**src/hw/rtl/vrwm_pkg.sv**
```systemverilog
// Shared types and constants for the velocity ramp / wheel mixer.
// Used by vrwm_cfg_regs, vrwm_arith_unit and velocity_ramp_wheel_mixer_core.
`default_nettype none

package vrwm_pkg;

  localparam int unsigned SPEED_WIDTH_DEF = 24;
  localparam int unsigned FRAC_BITS_DEF   = 8;

  localparam int unsigned IN_WIDTH        = 24;
  localparam int unsigned REF_WIDTH       = 24;
  localparam int unsigned RAMP_WIDTH      = 16;
  localparam int unsigned MIN_STEP_WIDTH  = 23;
  localparam int unsigned GAIN_WIDTH      = 24;
  localparam int unsigned GAIN_FRAC       = 16;
  localparam int unsigned CFG_INDEX_WIDTH = 3;
  localparam int unsigned CFG_DATA_WIDTH  = 24;

  localparam logic [RAMP_WIDTH-1:0]     RAMP_STEPS_RST = RAMP_WIDTH'(300);
  localparam logic [MIN_STEP_WIDTH-1:0] MIN_STEP_RST   = MIN_STEP_WIDTH'(1);
  localparam logic [GAIN_WIDTH-1:0]     GAIN_ONE       = GAIN_WIDTH'(65536);

  localparam logic OP_SET  = 1'b0;
  localparam logic OP_TICK = 1'b1;

  typedef enum logic [CFG_INDEX_WIDTH-1:0] {
    CFG_RAMP_STEPS    = 3'd0,
    CFG_MIN_LIN_STEP  = 3'd1,
    CFG_MIN_ANG_STEP  = 3'd2,
    CFG_LEFT_GAIN     = 3'd3,
    CFG_RIGHT_GAIN    = 3'd4,
    CFG_TURN_COUPLING = 3'd5
  } cfg_idx_t;

  typedef struct packed {
    logic [RAMP_WIDTH-1:0]     ramp_steps;
    logic [MIN_STEP_WIDTH-1:0] min_lin_step;
    logic [MIN_STEP_WIDTH-1:0] min_ang_step;
    logic [GAIN_WIDTH-1:0]     left_gain;
    logic [GAIN_WIDTH-1:0]     right_gain;
    logic [GAIN_WIDTH-1:0]     turn_coupling;
  } cfg_regs_t;

  typedef enum logic {
    MODE_MUL = 1'b0,
    MODE_DIV = 1'b1
  } unit_mode_t;

  typedef struct packed {
    logic       start;
    unit_mode_t mode;
  } arith_cmd_t;

  typedef struct packed {
    logic busy;
    logic done;
  } arith_stat_t;

endpackage

`default_nettype wire

```
**src/hw/rtl/velocity_ramp_wheel_mixer_core.sv**
```systemverilog
// Velocity ramp and differential-drive wheel mixer, top level.
// Depends on vrwm_pkg, vrwm_cfg_regs and vrwm_arith_unit.
//
// One word is taken at a time; in_ready is high only while the block is idle. A set
// word (op 0) stores the targets and runs two serial divisions through the shared
// arithmetic unit, one quotient bit per cycle, and it returns nothing. A tick word
// (op 1) ramps the linear and then the angular speed, then runs three serial
// multiplies (angular speed times coupling, then each wheel sum times its gain), one
// multiplier bit per cycle, and then holds its result while an earlier one still waits.
// The result is held in an output register, so a new word is taken while it waits.
// Configuration writes are taken every cycle and belong only in idle periods.
`default_nettype none

module velocity_ramp_wheel_mixer_core import vrwm_pkg::*; #(
  parameter int unsigned SPEED_WIDTH = SPEED_WIDTH_DEF,
  parameter int unsigned FRAC_BITS   = FRAC_BITS_DEF
) (
  input  logic                       clk,
  input  logic                       rst,
  input  logic                       in_valid,
  output logic                       in_ready,
  input  logic                       op,
  input  logic signed [IN_WIDTH-1:0] target_lin,
  input  logic signed [IN_WIDTH-1:0] target_ang,
  output logic                       out_valid,
  input  logic                       out_ready,
  output logic signed [REF_WIDTH-1:0] left_ref,
  output logic signed [REF_WIDTH-1:0] right_ref,
  input  logic                       cfg_valid,
  output logic                       cfg_ready,
  input  logic [CFG_INDEX_WIDTH-1:0] cfg_index,
  input  logic [CFG_DATA_WIDTH-1:0]  cfg_data
);

  localparam int unsigned W     = SPEED_WIDTH;
  localparam int unsigned DW    = W + 1;
  localparam int unsigned MW    = W + GAIN_WIDTH;
  localparam int unsigned PW    = MW + GAIN_WIDTH;
  localparam int unsigned SUMW  = MW + 2;
  localparam int unsigned SHIFT = FRAC_BITS + 2 * GAIN_FRAC;
  localparam int unsigned HIW   = PW - SHIFT;
  localparam int unsigned RX    = ((HIW > REF_WIDTH) ? HIW : REF_WIDTH) + 1;
  localparam int unsigned XW    = ((W > IN_WIDTH) ? W : IN_WIDTH) + 1;
  localparam int unsigned EW    = ((DW > MIN_STEP_WIDTH) ? DW : MIN_STEP_WIDTH) + 1;

  localparam logic [EW-1:0] SLIM_POS = {{(EW-W+1){1'b0}}, {(W-1){1'b1}}};
  localparam logic [RX-1:0] RLIM_POS = {{(RX-REF_WIDTH+1){1'b0}}, {(REF_WIDTH-1){1'b1}}};
  localparam logic [W-1:0]  SPD_MAX  = {1'b0, {(W-1){1'b1}}};

  typedef enum logic [8:0] {
    S_IDLE     = 9'b000000001,
    S_DIV_LIN  = 9'b000000010,
    S_DIV_ANG  = 9'b000000100,
    S_RAMP_LIN = 9'b000001000,
    S_RAMP_ANG = 9'b000010000,
    S_MUL_W    = 9'b000100000,
    S_MUL_L    = 9'b001000000,
    S_MUL_R    = 9'b010000000,
    S_FINISH   = 9'b100000000
  } state_t;

  function automatic logic [W-1:0] sat_target(input logic [IN_WIDTH-1:0] t);
    logic signed [XW-1:0] x;
    logic signed [XW-1:0] hi;
    logic signed [XW-1:0] lo;
    logic [W-1:0]         r;
    x  = {{(XW-IN_WIDTH){t[IN_WIDTH-1]}}, t};
    hi = {{(XW-W+1){1'b0}}, {(W-1){1'b1}}};
    lo = ~hi;
    if (x > hi) begin
      r = hi[W-1:0];
    end else if (x < lo) begin
      r = lo[W-1:0];
    end else begin
      r = x[W-1:0];
    end
    return r;
  endfunction

  state_t state;
  state_t state_next;
  logic   launch;
  logic   launch_next;

  logic [W-1:0] cur_lin;
  logic [W-1:0] cur_ang;
  logic [W-1:0] goal_lin;
  logic [W-1:0] goal_ang;
  logic [W-1:0] step_lin;
  logic [W-1:0] step_ang;

  logic [MW-1:0]        b_mag;
  logic [REF_WIDTH-1:0] left_hold;

  cfg_regs_t   cfg;
  arith_cmd_t  cmd;
  arith_stat_t stat;
  logic [MW-1:0]         mcand;
  logic [GAIN_WIDTH-1:0] mplier;
  logic [RAMP_WIDTH-1:0] divisor;
  logic [PW-1:0]         prod;

  logic         sel_ang;
  logic [W-1:0] goal_sel;
  logic [W-1:0] cur_sel;
  logic [W-1:0] step_sel;
  logic [W:0]   diff;
  logic         diff_neg;
  logic [W:0]   diff_mag;

  logic [MIN_STEP_WIDTH-1:0] min_sel;
  logic [EW-1:0] q_ext;
  logic [EW-1:0] min_ext;
  logic [EW-1:0] s_mag;
  logic [EW-1:0] s_lim;
  logic [EW-1:0] s_sat;
  logic [W-1:0]  step_new;

  logic [W:0]   step_ext;
  logic [W:0]   step_mag;
  logic [W:0]   ramp_sum;
  logic [W-1:0] ramp_sat;
  logic [W-1:0] cur_new;

  logic [W:0]      v_ext;
  logic [W:0]      w_ext;
  logic [W:0]      v_abs;
  logic [W:0]      w_abs;
  logic [SUMW-1:0] a_term;
  logic [SUMW-1:0] b_term;
  logic [SUMW-1:0] sv;
  logic [SUMW-1:0] sw;
  logic [SUMW-1:0] left_sum;
  logic [SUMW-1:0] right_sum;
  logic [SUMW-1:0] left_abs;
  logic [SUMW-1:0] right_abs;
  logic            left_neg;
  logic            right_neg;

  logic                 wneg;
  logic [RX-1:0]        hi_ext;
  logic [RX-1:0]        r_lim;
  logic [RX-1:0]        r_sat;
  logic [REF_WIDTH-1:0] wheel;

  vrwm_cfg_regs u_cfg (
    .clk       (clk),
    .rst       (rst),
    .cfg_valid (cfg_valid),
    .cfg_index (cfg_index),
    .cfg_data  (cfg_data),
    .cfg       (cfg)
  );

  vrwm_arith_unit #(
    .MCAND_WIDTH (MW),
    .DIVD_WIDTH  (DW)
  ) u_arith (
    .clk      (clk),
    .rst      (rst),
    .cmd      (cmd),
    .mcand    (mcand),
    .mplier   (mplier),
    .dividend (diff_mag),
    .divisor  (divisor),
    .stat     (stat),
    .prod     (prod)
  );

  assign cfg_ready = 1'b1;
  assign in_ready  = (state == S_IDLE);

  // target minus current, shared by step computation and ramp
  assign sel_ang  = (state == S_DIV_ANG) || (state == S_RAMP_ANG);
  assign goal_sel = sel_ang ? goal_ang : goal_lin;
  assign cur_sel  = sel_ang ? cur_ang : cur_lin;
  assign step_sel = sel_ang ? step_ang : step_lin;
  assign diff     = {goal_sel[W-1], goal_sel} - {cur_sel[W-1], cur_sel};
  assign diff_neg = diff[W];
  assign diff_mag = diff_neg ? -diff : diff;

  assign divisor = (cfg.ramp_steps == '0) ? RAMP_WIDTH'(1) : cfg.ramp_steps;

  // quotient to step: minimum step, then saturate
  assign min_sel  = sel_ang ? cfg.min_ang_step : cfg.min_lin_step;
  assign q_ext    = {{(EW-DW){1'b0}}, prod[DW-1:0]};
  assign min_ext  = {{(EW-MIN_STEP_WIDTH){1'b0}}, min_sel};
  assign s_mag    = ((diff != '0) && (q_ext < min_ext)) ? min_ext : q_ext;
  assign s_lim    = diff_neg ? SLIM_POS + EW'(1) : SLIM_POS;
  assign s_sat    = (s_mag > s_lim) ? s_lim : s_mag;
  assign step_new = diff_neg ? -s_sat[W-1:0] : s_sat[W-1:0];

  // ramp one tick
  assign step_ext = {step_sel[W-1], step_sel};
  assign step_mag = step_ext[W] ? -step_ext : step_ext;
  assign ramp_sum = {cur_sel[W-1], cur_sel} + step_ext;
  assign ramp_sat = (ramp_sum[W] != ramp_sum[W-1]) ? (ramp_sum[W] ? ~SPD_MAX : SPD_MAX)
                                                   : ramp_sum[W-1:0];
  assign cur_new  = (diff_mag <= step_mag) ? goal_sel : ramp_sat;

  // wheel sums at Q(FRAC_BITS+16)
  assign v_ext     = {cur_lin[W-1], cur_lin};
  assign w_ext     = {cur_ang[W-1], cur_ang};
  assign v_abs     = v_ext[W] ? -v_ext : v_ext;
  assign w_abs     = w_ext[W] ? -w_ext : w_ext;
  assign a_term    = {{(SUMW-W-GAIN_FRAC){1'b0}}, v_abs[W-1:0], {GAIN_FRAC{1'b0}}};
  assign b_term    = {2'b00, b_mag};
  assign sv        = cur_lin[W-1] ? -a_term : a_term;
  assign sw        = cur_ang[W-1] ? -b_term : b_term;
  assign left_sum  = sw - sv;
  assign right_sum = sv + sw;
  assign left_neg  = left_sum[SUMW-1];
  assign right_neg = right_sum[SUMW-1];
  assign left_abs  = left_neg ? -left_sum : left_sum;
  assign right_abs = right_neg ? -right_sum : right_sum;

  always_comb begin
    case (state)
      S_MUL_W: begin
        mcand  = {{(MW-W){1'b0}}, w_abs[W-1:0]};
        mplier = cfg.turn_coupling;
      end
      S_MUL_L: begin
        mcand  = left_abs[MW-1:0];
        mplier = cfg.left_gain;
      end
      default: begin
        mcand  = right_abs[MW-1:0];
        mplier = cfg.right_gain;
      end
    endcase
  end

  assign cmd.start = launch;
  assign cmd.mode  = ((state == S_DIV_LIN) || (state == S_DIV_ANG)) ? MODE_DIV : MODE_MUL;

  // product to reference: truncate toward zero, saturate
  assign wneg   = (state == S_MUL_L) ? left_neg : right_neg;
  assign hi_ext = {{(RX-HIW){1'b0}}, prod[PW-1:SHIFT]};
  assign r_lim  = wneg ? RLIM_POS + RX'(1) : RLIM_POS;
  assign r_sat  = (hi_ext > r_lim) ? r_lim : hi_ext;
  assign wheel  = wneg ? -r_sat[REF_WIDTH-1:0] : r_sat[REF_WIDTH-1:0];

  always_comb begin
    state_next  = state;
    launch_next = 1'b0;
    case (state)
      S_IDLE: begin
        if (in_valid) begin
          if (op == OP_SET) begin
            state_next  = S_DIV_LIN;
            launch_next = 1'b1;
          end else begin
            state_next = S_RAMP_LIN;
          end
        end
      end
      S_DIV_LIN: begin
        if (stat.done) begin
          state_next  = S_DIV_ANG;
          launch_next = 1'b1;
        end
      end
      S_DIV_ANG: begin
        if (stat.done) begin
          state_next = S_IDLE;
        end
      end
      S_RAMP_LIN: state_next = S_RAMP_ANG;
      S_RAMP_ANG: begin
        state_next  = S_MUL_W;
        launch_next = 1'b1;
      end
      S_MUL_W: begin
        if (stat.done) begin
          state_next  = S_MUL_L;
          launch_next = 1'b1;
        end
      end
      S_MUL_L: begin
        if (stat.done) begin
          state_next  = S_MUL_R;
          launch_next = 1'b1;
        end
      end
      S_MUL_R: begin
        if (stat.done) begin
          state_next = S_FINISH;
        end
      end
      S_FINISH: begin
        if (!out_valid || out_ready) begin
          state_next = S_IDLE;
        end
      end
      default: state_next = S_IDLE;
    endcase
  end

  always_ff @(posedge clk) begin
    if (rst) begin
      state     <= S_IDLE;
      launch    <= 1'b0;
      out_valid <= 1'b0;
      cur_lin   <= '0;
      cur_ang   <= '0;
      goal_lin  <= '0;
      goal_ang  <= '0;
      step_lin  <= '0;
      step_ang  <= '0;
    end else begin
      state  <= state_next;
      launch <= launch_next;
      if (out_valid && out_ready && (state != S_FINISH)) begin
        out_valid <= 1'b0;
      end
      case (state)
        S_IDLE: begin
          if (in_valid && (op == OP_SET)) begin
            goal_lin <= sat_target(target_lin);
            goal_ang <= sat_target(target_ang);
          end
        end
        S_DIV_LIN: begin
          if (stat.done) begin
            step_lin <= step_new;
          end
        end
        S_DIV_ANG: begin
          if (stat.done) begin
            step_ang <= step_new;
          end
        end
        S_RAMP_LIN: cur_lin <= cur_new;
        S_RAMP_ANG: cur_ang <= cur_new;
        S_FINISH: begin
          if (!out_valid || out_ready) begin
            out_valid <= 1'b1;
          end
        end
        default: ;
      endcase
    end
  end

  always_ff @(posedge clk) begin
    if ((state == S_MUL_W) && stat.done) begin
      b_mag <= prod[MW-1:0];
    end
    if ((state == S_MUL_L) && stat.done) begin
      left_hold <= wheel;
    end
    if ((state == S_FINISH) && (!out_valid || out_ready)) begin
      left_ref  <= left_hold;
      right_ref <= wheel;
    end
  end

`ifndef NO_ASSERTIONS
  a_done_in_work: assert property (@(posedge clk) disable iff (rst)
    stat.done |-> !(state == S_IDLE || state == S_FINISH ||
                    state == S_RAMP_LIN || state == S_RAMP_ANG))
    else $error("arith unit finished outside a waiting state");

  a_launch_busy: assert property (@(posedge clk) disable iff (rst)
    launch |=> stat.busy)
    else $error("arith unit did not start after launch");

  a_busy_blocks: assert property (@(posedge clk) disable iff (rst)
    stat.busy |-> !in_ready)
    else $error("input ready while arith unit busy");

  a_finish_out: assert property (@(posedge clk) disable iff (rst)
    (state == S_FINISH && (!out_valid || out_ready)) |=> (out_valid && state == S_IDLE))
    else $error("finished tick did not load the output register");

  a_set_starts_div: assert property (@(posedge clk) disable iff (rst)
    (in_valid && in_ready && op == OP_SET) |=> (state == S_DIV_LIN && launch))
    else $error("set word did not start the step division");
`endif

endmodule

`default_nettype wire

```
**src/hw/rtl/vrwm_cfg_regs.sv**
```systemverilog
// Configuration register file for the velocity ramp / wheel mixer.
// Depends on vrwm_pkg for register indexes, widths and reset values.
`default_nettype none

module vrwm_cfg_regs import vrwm_pkg::*; (
  input  logic                       clk,
  input  logic                       rst,
  input  logic                       cfg_valid,
  input  logic [CFG_INDEX_WIDTH-1:0] cfg_index,
  input  logic [CFG_DATA_WIDTH-1:0]  cfg_data,
  output cfg_regs_t                  cfg
);

  always_ff @(posedge clk) begin
    if (rst) begin
      cfg.ramp_steps    <= RAMP_STEPS_RST;
      cfg.min_lin_step  <= MIN_STEP_RST;
      cfg.min_ang_step  <= MIN_STEP_RST;
      cfg.left_gain     <= GAIN_ONE;
      cfg.right_gain    <= GAIN_ONE;
      cfg.turn_coupling <= GAIN_ONE;
    end else if (cfg_valid) begin
      case (cfg_index)
        CFG_RAMP_STEPS:    cfg.ramp_steps    <= cfg_data[RAMP_WIDTH-1:0];
        CFG_MIN_LIN_STEP:  cfg.min_lin_step  <= cfg_data[MIN_STEP_WIDTH-1:0];
        CFG_MIN_ANG_STEP:  cfg.min_ang_step  <= cfg_data[MIN_STEP_WIDTH-1:0];
        CFG_LEFT_GAIN:     cfg.left_gain     <= cfg_data[GAIN_WIDTH-1:0];
        CFG_RIGHT_GAIN:    cfg.right_gain    <= cfg_data[GAIN_WIDTH-1:0];
        CFG_TURN_COUPLING: cfg.turn_coupling <= cfg_data[GAIN_WIDTH-1:0];
        default: ;
      endcase
    end
  end

endmodule

`default_nettype wire

```
**src/hw/rtl/vrwm_arith_unit.sv**
```systemverilog
// Shared bit-serial arithmetic unit: shift-add multiplier (one multiplier bit per
// cycle) and restoring divider (one quotient bit per cycle) on one adder. Uses vrwm_pkg.
`default_nettype none

module vrwm_arith_unit import vrwm_pkg::*; #(
  parameter int unsigned MCAND_WIDTH = SPEED_WIDTH_DEF + GAIN_WIDTH,
  parameter int unsigned DIVD_WIDTH  = SPEED_WIDTH_DEF + 1
) (
  input  logic                                clk,
  input  logic                                rst,
  input  arith_cmd_t                          cmd,
  input  logic [MCAND_WIDTH-1:0]              mcand,
  input  logic [GAIN_WIDTH-1:0]               mplier,
  input  logic [DIVD_WIDTH-1:0]               dividend,
  input  logic [RAMP_WIDTH-1:0]               divisor,
  output arith_stat_t                         stat,
  output logic [MCAND_WIDTH+GAIN_WIDTH-1:0]   prod
);

  localparam int unsigned PW      = MCAND_WIDTH + GAIN_WIDTH;
  localparam int unsigned AW      = MCAND_WIDTH + 1;
  localparam int unsigned LEN_MAX = (DIVD_WIDTH > GAIN_WIDTH) ? DIVD_WIDTH : GAIN_WIDTH;
  localparam int unsigned CW      = $clog2(LEN_MAX);

  logic [PW-1:0]          acc;
  logic [RAMP_WIDTH-1:0]  rem;
  logic [MCAND_WIDTH-1:0] opa;
  logic [RAMP_WIDTH-1:0]  opd;
  unit_mode_t             mode;
  logic [CW-1:0]          cnt;
  logic                   busy;
  logic                   done;

  logic [RAMP_WIDTH:0]    rem2;
  logic [AW-1:0]          add_x;
  logic [AW-1:0]          add_y;
  logic [AW-1:0]          sum;
  logic                   ge;

  assign rem2 = {rem, acc[DIVD_WIDTH-1]};

  always_comb begin
    if (mode == MODE_MUL) begin
      add_x = {1'b0, acc[PW-1:GAIN_WIDTH]};
      add_y = acc[0] ? {1'b0, opa} : '0;
    end else begin
      add_x = {{(AW-RAMP_WIDTH-1){1'b0}}, rem2};
      add_y = ~{{(AW-RAMP_WIDTH){1'b0}}, opd};
    end
  end

  assign sum = add_x + add_y + {{(AW-1){1'b0}}, (mode == MODE_DIV)};
  assign ge  = ~sum[AW-1];

  always_ff @(posedge clk) begin
    if (rst) begin
      busy <= 1'b0;
      done <= 1'b0;
      cnt  <= '0;
      mode <= MODE_MUL;
    end else begin
      done <= 1'b0;
      if (cmd.start) begin
        busy <= 1'b1;
        mode <= cmd.mode;
        cnt  <= (cmd.mode == MODE_MUL) ? CW'(GAIN_WIDTH - 1) : CW'(DIVD_WIDTH - 1);
      end else if (busy) begin
        cnt <= cnt - CW'(1);
        if (cnt == '0) begin
          busy <= 1'b0;
          done <= 1'b1;
        end
      end
    end
  end

  always_ff @(posedge clk) begin
    if (cmd.start) begin
      opa <= mcand;
      opd <= divisor;
      rem <= '0;
      if (cmd.mode == MODE_MUL) begin
        acc <= {{MCAND_WIDTH{1'b0}}, mplier};
      end else begin
        acc <= {{(PW-DIVD_WIDTH){1'b0}}, dividend};
      end
    end else if (busy) begin
      if (mode == MODE_MUL) begin
        acc <= {sum, acc[GAIN_WIDTH-1:1]};
      end else begin
        acc <= {acc[PW-1:DIVD_WIDTH], acc[DIVD_WIDTH-2:0], ge};
        rem <= ge ? sum[RAMP_WIDTH-1:0] : rem2[RAMP_WIDTH-1:0];
      end
    end
  end

  assign stat.busy = busy;
  assign stat.done = done;
  assign prod      = acc;

endmodule

`default_nettype wire

```
**config.mk**
```make
export PLATFORM = sky130hd
export DESIGN_NAME = velocity_ramp_wheel_mixer_core
export DESIGN_NICKNAME = d
export VERILOG_FILES = /design/src/hw/rtl/vrwm_pkg.sv /design/src/hw/rtl/velocity_ramp_wheel_mixer_core.sv /design/src/hw/rtl/vrwm_cfg_regs.sv /design/src/hw/rtl/vrwm_arith_unit.sv
export SDC_FILE = /design/constraint.sdc
export NUM_CORES = 2
export LEC_CHECK = 0
export BUFFER_PORTS_ARGS = -buffer_cell sky130_fd_sc_hd__buf_2
export CORE_MARGIN = 2
export CORE_UTILIZATION = 60
export CTS_BUF_LIST = sky130_fd_sc_hd__clkbuf_4 sky130_fd_sc_hd__clkbuf_8 sky130_fd_sc_hd__clkbuf_16
export DETAILED_ROUTE_END_ITERATION = 8
export GPL_TIMING_DRIVEN = 0
export PLACE_DENSITY = 0.77
export SYNTH_ARGS = -nofsm -noshare
export SYNTH_HDL_FRONTEND = slang
export SYNTH_SLANG_ARGS = --single-unit
```
**constraint.sdc**
```tcl
create_clock -name clk -period 15.4 [get_ports clk]
set_input_delay 3.08 -clock clk [delete_from_list [all_inputs] [get_ports clk]]
set_output_delay 3.08 -clock clk [all_outputs]
set_load 0.1 [all_outputs]
```
==> flow_summary.json <==
{
  "die_area_um2": 70600,
  "netSwitchingFraction_pct": 37.1,
  "synth_area_um2": 41100,
  "p_leak_nw": 17.8,
  "peakVddDrop_v": 0.0000898,
  "start_kind": "register",
  "fin_skew_ns": 0.0244,
  "path_class": "reg -> reg",
  "drive_above_1_share_pct": 6.55,
  "r2r_setup_slack_ns": 0.61,
  "gp_congestion": 1.00,
  "wl_per_cell_um": 21.8,
  "crit_fanout": 19,
  "clockBufferDepth": 3,
  "antenna_found_initial": 1,
  "drc_errors": 0,
  "seqPwrFrac_pct": 33.7,
  "hp-class": "reg -> reg",
  "cp.arrival_ns": 15.30,
  "die_y_um": 266,
  "htree_levels": 2,
  "power_mw": 5.01,
  "final-setup-viol-count": 0,
  "clkTransAtPathRegs_ns": 0.06,
  "synth_warnings": 0,
  "status": "completed",
  "dpl.hpwl_um": 107000,
  "final_cell_mix": "nand2_1 (967), a21oi_1 (486), nor2_1 (370)",
  "multi_input_area_um2": 25300,
  "numPortBuffers": 130,
  "hold_buffers": 0,
  "die_w_um": 266,
  "nFillCells": 5874,
  "register_area_um2": 14000,
  "hp-start": "left_hold[16]$_DFFE_PP_",
  "core_um2": 67500,
  "drt_wl_total_um": 136000,
  "final-max-slew-violation-count": 0,
  "avgViaCountPerCell": 6.30,
  "rsz0062_at_grt": "false",
  "r2r_cells": 47,
  "slowest_stage": "or4b_1",
  "maxSlewHeadroom_pct": 20.8,
  "vias": 39372,
  "gr-total-overflow": 0,
  "drtAntennaViolNets": 0,
  "hold_end": "left_ref[16]$_DFFE_PP_",
  "ys_ff_latch": 569,
  "required_ns": 15.91,
  "first_pass_iters": 8,
  "yosysUniqueCellTypes": 103,
  "num_rows": 95,
  "synthCells": 5132,
  "timing.rr.start": "state[6]$_SDFFE_PP0P_",
  "grt_pass1_vias": 36338,
  "fin_crit_sh_pct": 96.1,
  "start_util_pct": 60.9,
  "numClockSinks": 569,
  "finalHoldViolCount": 0,
  "post_cts_buffers": 0,
  "synthFlopType": "dfxtp_1",
  "grt_first_pass_wirelength_um": 207000,
  "fmax_ghz": 0.0676,
  "p_comb_share_pct": 35.6,
  "p_switching_mw": 1.86,
  "synth_edf_count": 256,
  "drt_first_iter_violations": 4348,
  "r2r_end": "step_ang[14]$_SDFFE_PP0P_",
  "holdPathStages": 0,
  "p_int_mw": 3.15,
  "num-nets-final": 5666,
  "powerDensity_nw_per_um2": 111,
  "p_clk_share_pct": 30.8,
  "max_stage_delay_ns": 0.67,
  "async_flop_share_pct": 0,
  "cpMostUsedCell": "a21o_1",
  "clk_latency_ns": 0.66,
  "grt_max_degree": 68,
  "area_growth_pct": 9.61,
  "cts_tree": "yes",
  "fin_ws_ns": 0.606,
  "yosysSeqAreaShare_pct": 34.0,
  "max_cap_violations": 0,
  "pin_count": 132,
  "tightest_slew_ns": 1.19,
  "holdWs_ns": 0.419,
  "clock-root-buffer": "clkbuf_16",
  "avgSynthCellArea_um2": 8.01,
  "finalCriticalPeriod_ns": 14.79,
  "grt.total_usage_pct": 37.5,
  "cp-end-kind": "register",
  "layout_commonest_cell": "nand2_1",
  "place_ws_ns": -1.36,
  "numCtsBuffers": 59
}
==> layout make-up <==
type	instances	share of cell area (%)
Multi-Input combinational cell	4078	56.2
Sequential cell	569	31.0
Clock buffer	76	3.67
Buffer	299	2.57
Tap cell	873	2.43
Timing Repair Buffer	133	1.58
Inverter	185	1.55
Clock inverter	34	1.00
Antenna cell	1	0.00556
==> power groups by stage <==
stage               Combinational, mW  Clock (mW)  Sequential, mW
CTS                              1.72        1.55            1.69
global placement                 1.69           0            1.72
global route                     1.91        1.61            1.69
detailed placement               1.71           0            1.72
finish                           1.78        1.54            1.69
floorplan                        1.21           0            1.70
==> worst max-delay path, delay by kind of cell (launching register included) <==
| kind | cells | cell delay, ns |
|---|---|---|
| muxes | 1 | 0.50 |
| adders and majority gates | 3 | 1.01 |
| DFF | 1 | 0.31 |
| buffers and inverters | 13 | 4.87 |
| and+or+nand+nor | 11 | 3.00 |
| AOI/OAI and AO/OA | 19 | 4.91 |
==> through the flow <==
stage               TNS [ns]  area [µm²]  std cells  utilization (%)
CTS                        0       45000       6248             66.7
global placement      -14.24       42800       6136             63.4
finish                     0       45000       6248             66.7
global route               0       45000       6247             66.7
floorplan                  0       41100       5133                -
detailed placement    -14.74       42900       6139             63.6
==> Yosys cell counts (all sizes together), types with 10 or more instances <==
| cell | instances | area share (%) |
|---|---|---|
| a2111oi | 13 | 0.28 |
| a211oi | 52 | 0.96 |
| a21boi | 10 | 0.18 |
| a21o | 57 | 1.0 |
| a21oi | 488 | 6.0 |
| a22oi | 37 | 0.68 |
| a31oi | 40 | 0.61 |
| and2 | 28 | 0.43 |
| and3 | 30 | 0.46 |
| and4 | 13 | 0.28 |
| buf | 39 | 0.42 |
| clkbuf | 262 | 2.4 |
| dfxtp | 313 | 15 |
| edfxtp | 256 | 19 |
| ha | 255 | 7.8 |
| inv | 184 | 1.7 |
| mux2 | 25 | 0.69 |
| mux2i | 110 | 2.7 |
| nand2 | 967 | 8.8 |
| nand2b | 47 | 0.72 |
| nand3 | 115 | 1.4 |
| nand3b | 29 | 0.53 |
| nand4 | 27 | 0.41 |
| nor2 | 372 | 3.4 |
| nor2b | 70 | 1.1 |
| nor3 | 111 | 1.4 |
| nor3b | 25 | 0.46 |
| nor4 | 36 | 0.55 |
| o211a | 11 | 0.27 |
| o211ai | 46 | 0.85 |
| o21a | 48 | 0.88 |
| o21ai | 251 | 3.1 |
| o21bai | 24 | 0.44 |
| o221ai | 12 | 0.26 |
| o22ai | 32 | 0.49 |
| o31a | 10 | 0.21 |
| o31ai | 54 | 0.99 |
| o41ai | 19 | 0.47 |
| or2 | 28 | 0.43 |
| or3 | 54 | 0.82 |
| or4 | 30 | 0.56 |
| xnor2 | 258 | 5.5 |
| xor2 | 118 | 2.6 |
==> per-layer routing <==
layer  share of wire (%)  global-route usage (%)  vias up
met3                 8.8                    6.67      408
met4                 6.4                    21.2        0
met5                   0                       0        -
met2                  45                    60.8     1832
met1                  39                    47.4    18535
li1                    -                       -    18597
==> state kept, by name, indices dropped and copies added (netlist names) <==
| name | cells |
|---|---|
| b_mag | 48 |
| u_arith.prod | 72 |
| state | 9 |
| cur_lin | 24 |
| launch | 1 |
| step_lin | 24 |
| u_arith.rem | 16 |
| u_arith.done | 1 |
| cur_ang | 24 |
| u_arith.opd | 16 |
| u_arith.busy | 1 |
| u_arith.opa | 48 |
| left_hold | 24 |
| u_arith.mode | 1 |
| out_valid | 1 |
| left_ref | 24 |
| step_ang | 24 |
| u_cfg.cfg | 134 |
| goal_lin | 24 |
| right_ref | 24 |
| u_arith.cnt | 5 |
| goal_ang | 24 |
==> worst max-delay path by stage <==
stage                          startpoint                         to
finish              state[6]$_SDFFE_PP0P_  step_ang[14]$_SDFFE_PP0P_
floorplan           state[6]$_SDFFE_PP0P_  step_ang[14]$_SDFFE_PP0P_
detailed placement  state[6]$_SDFFE_PP0P_  step_ang[14]$_SDFFE_PP0P_
global placement    state[6]$_SDFFE_PP0P_  step_ang[14]$_SDFFE_PP0P_
CTS                 state[6]$_SDFFE_PP0P_  step_ang[14]$_SDFFE_PP0P_
global route        state[6]$_SDFFE_PP0P_  step_ang[14]$_SDFFE_PP0P_
==> cell families (layout without fill, tap and decap cells) <==
family	count (synthesis)	count (layout)	synth area share (%)
compound gates	1290	1290	19.6
fa+ha+maj	263	263	8.08
simple gates	2012	2012	22.4
mux	135	135	3.37
xor+xnor	376	376	8.08
buf+inv	486	727	4.51
flops	569	569	34.0
other cells	1	3	0.00913
==> timing repair <==
action,4_1_cts,5_1_grt
cloned,0,0
endpoints found under the setup margin,27,20
resized for setup,6,6
Note: power is estimated with default switching activity, not from simulation.
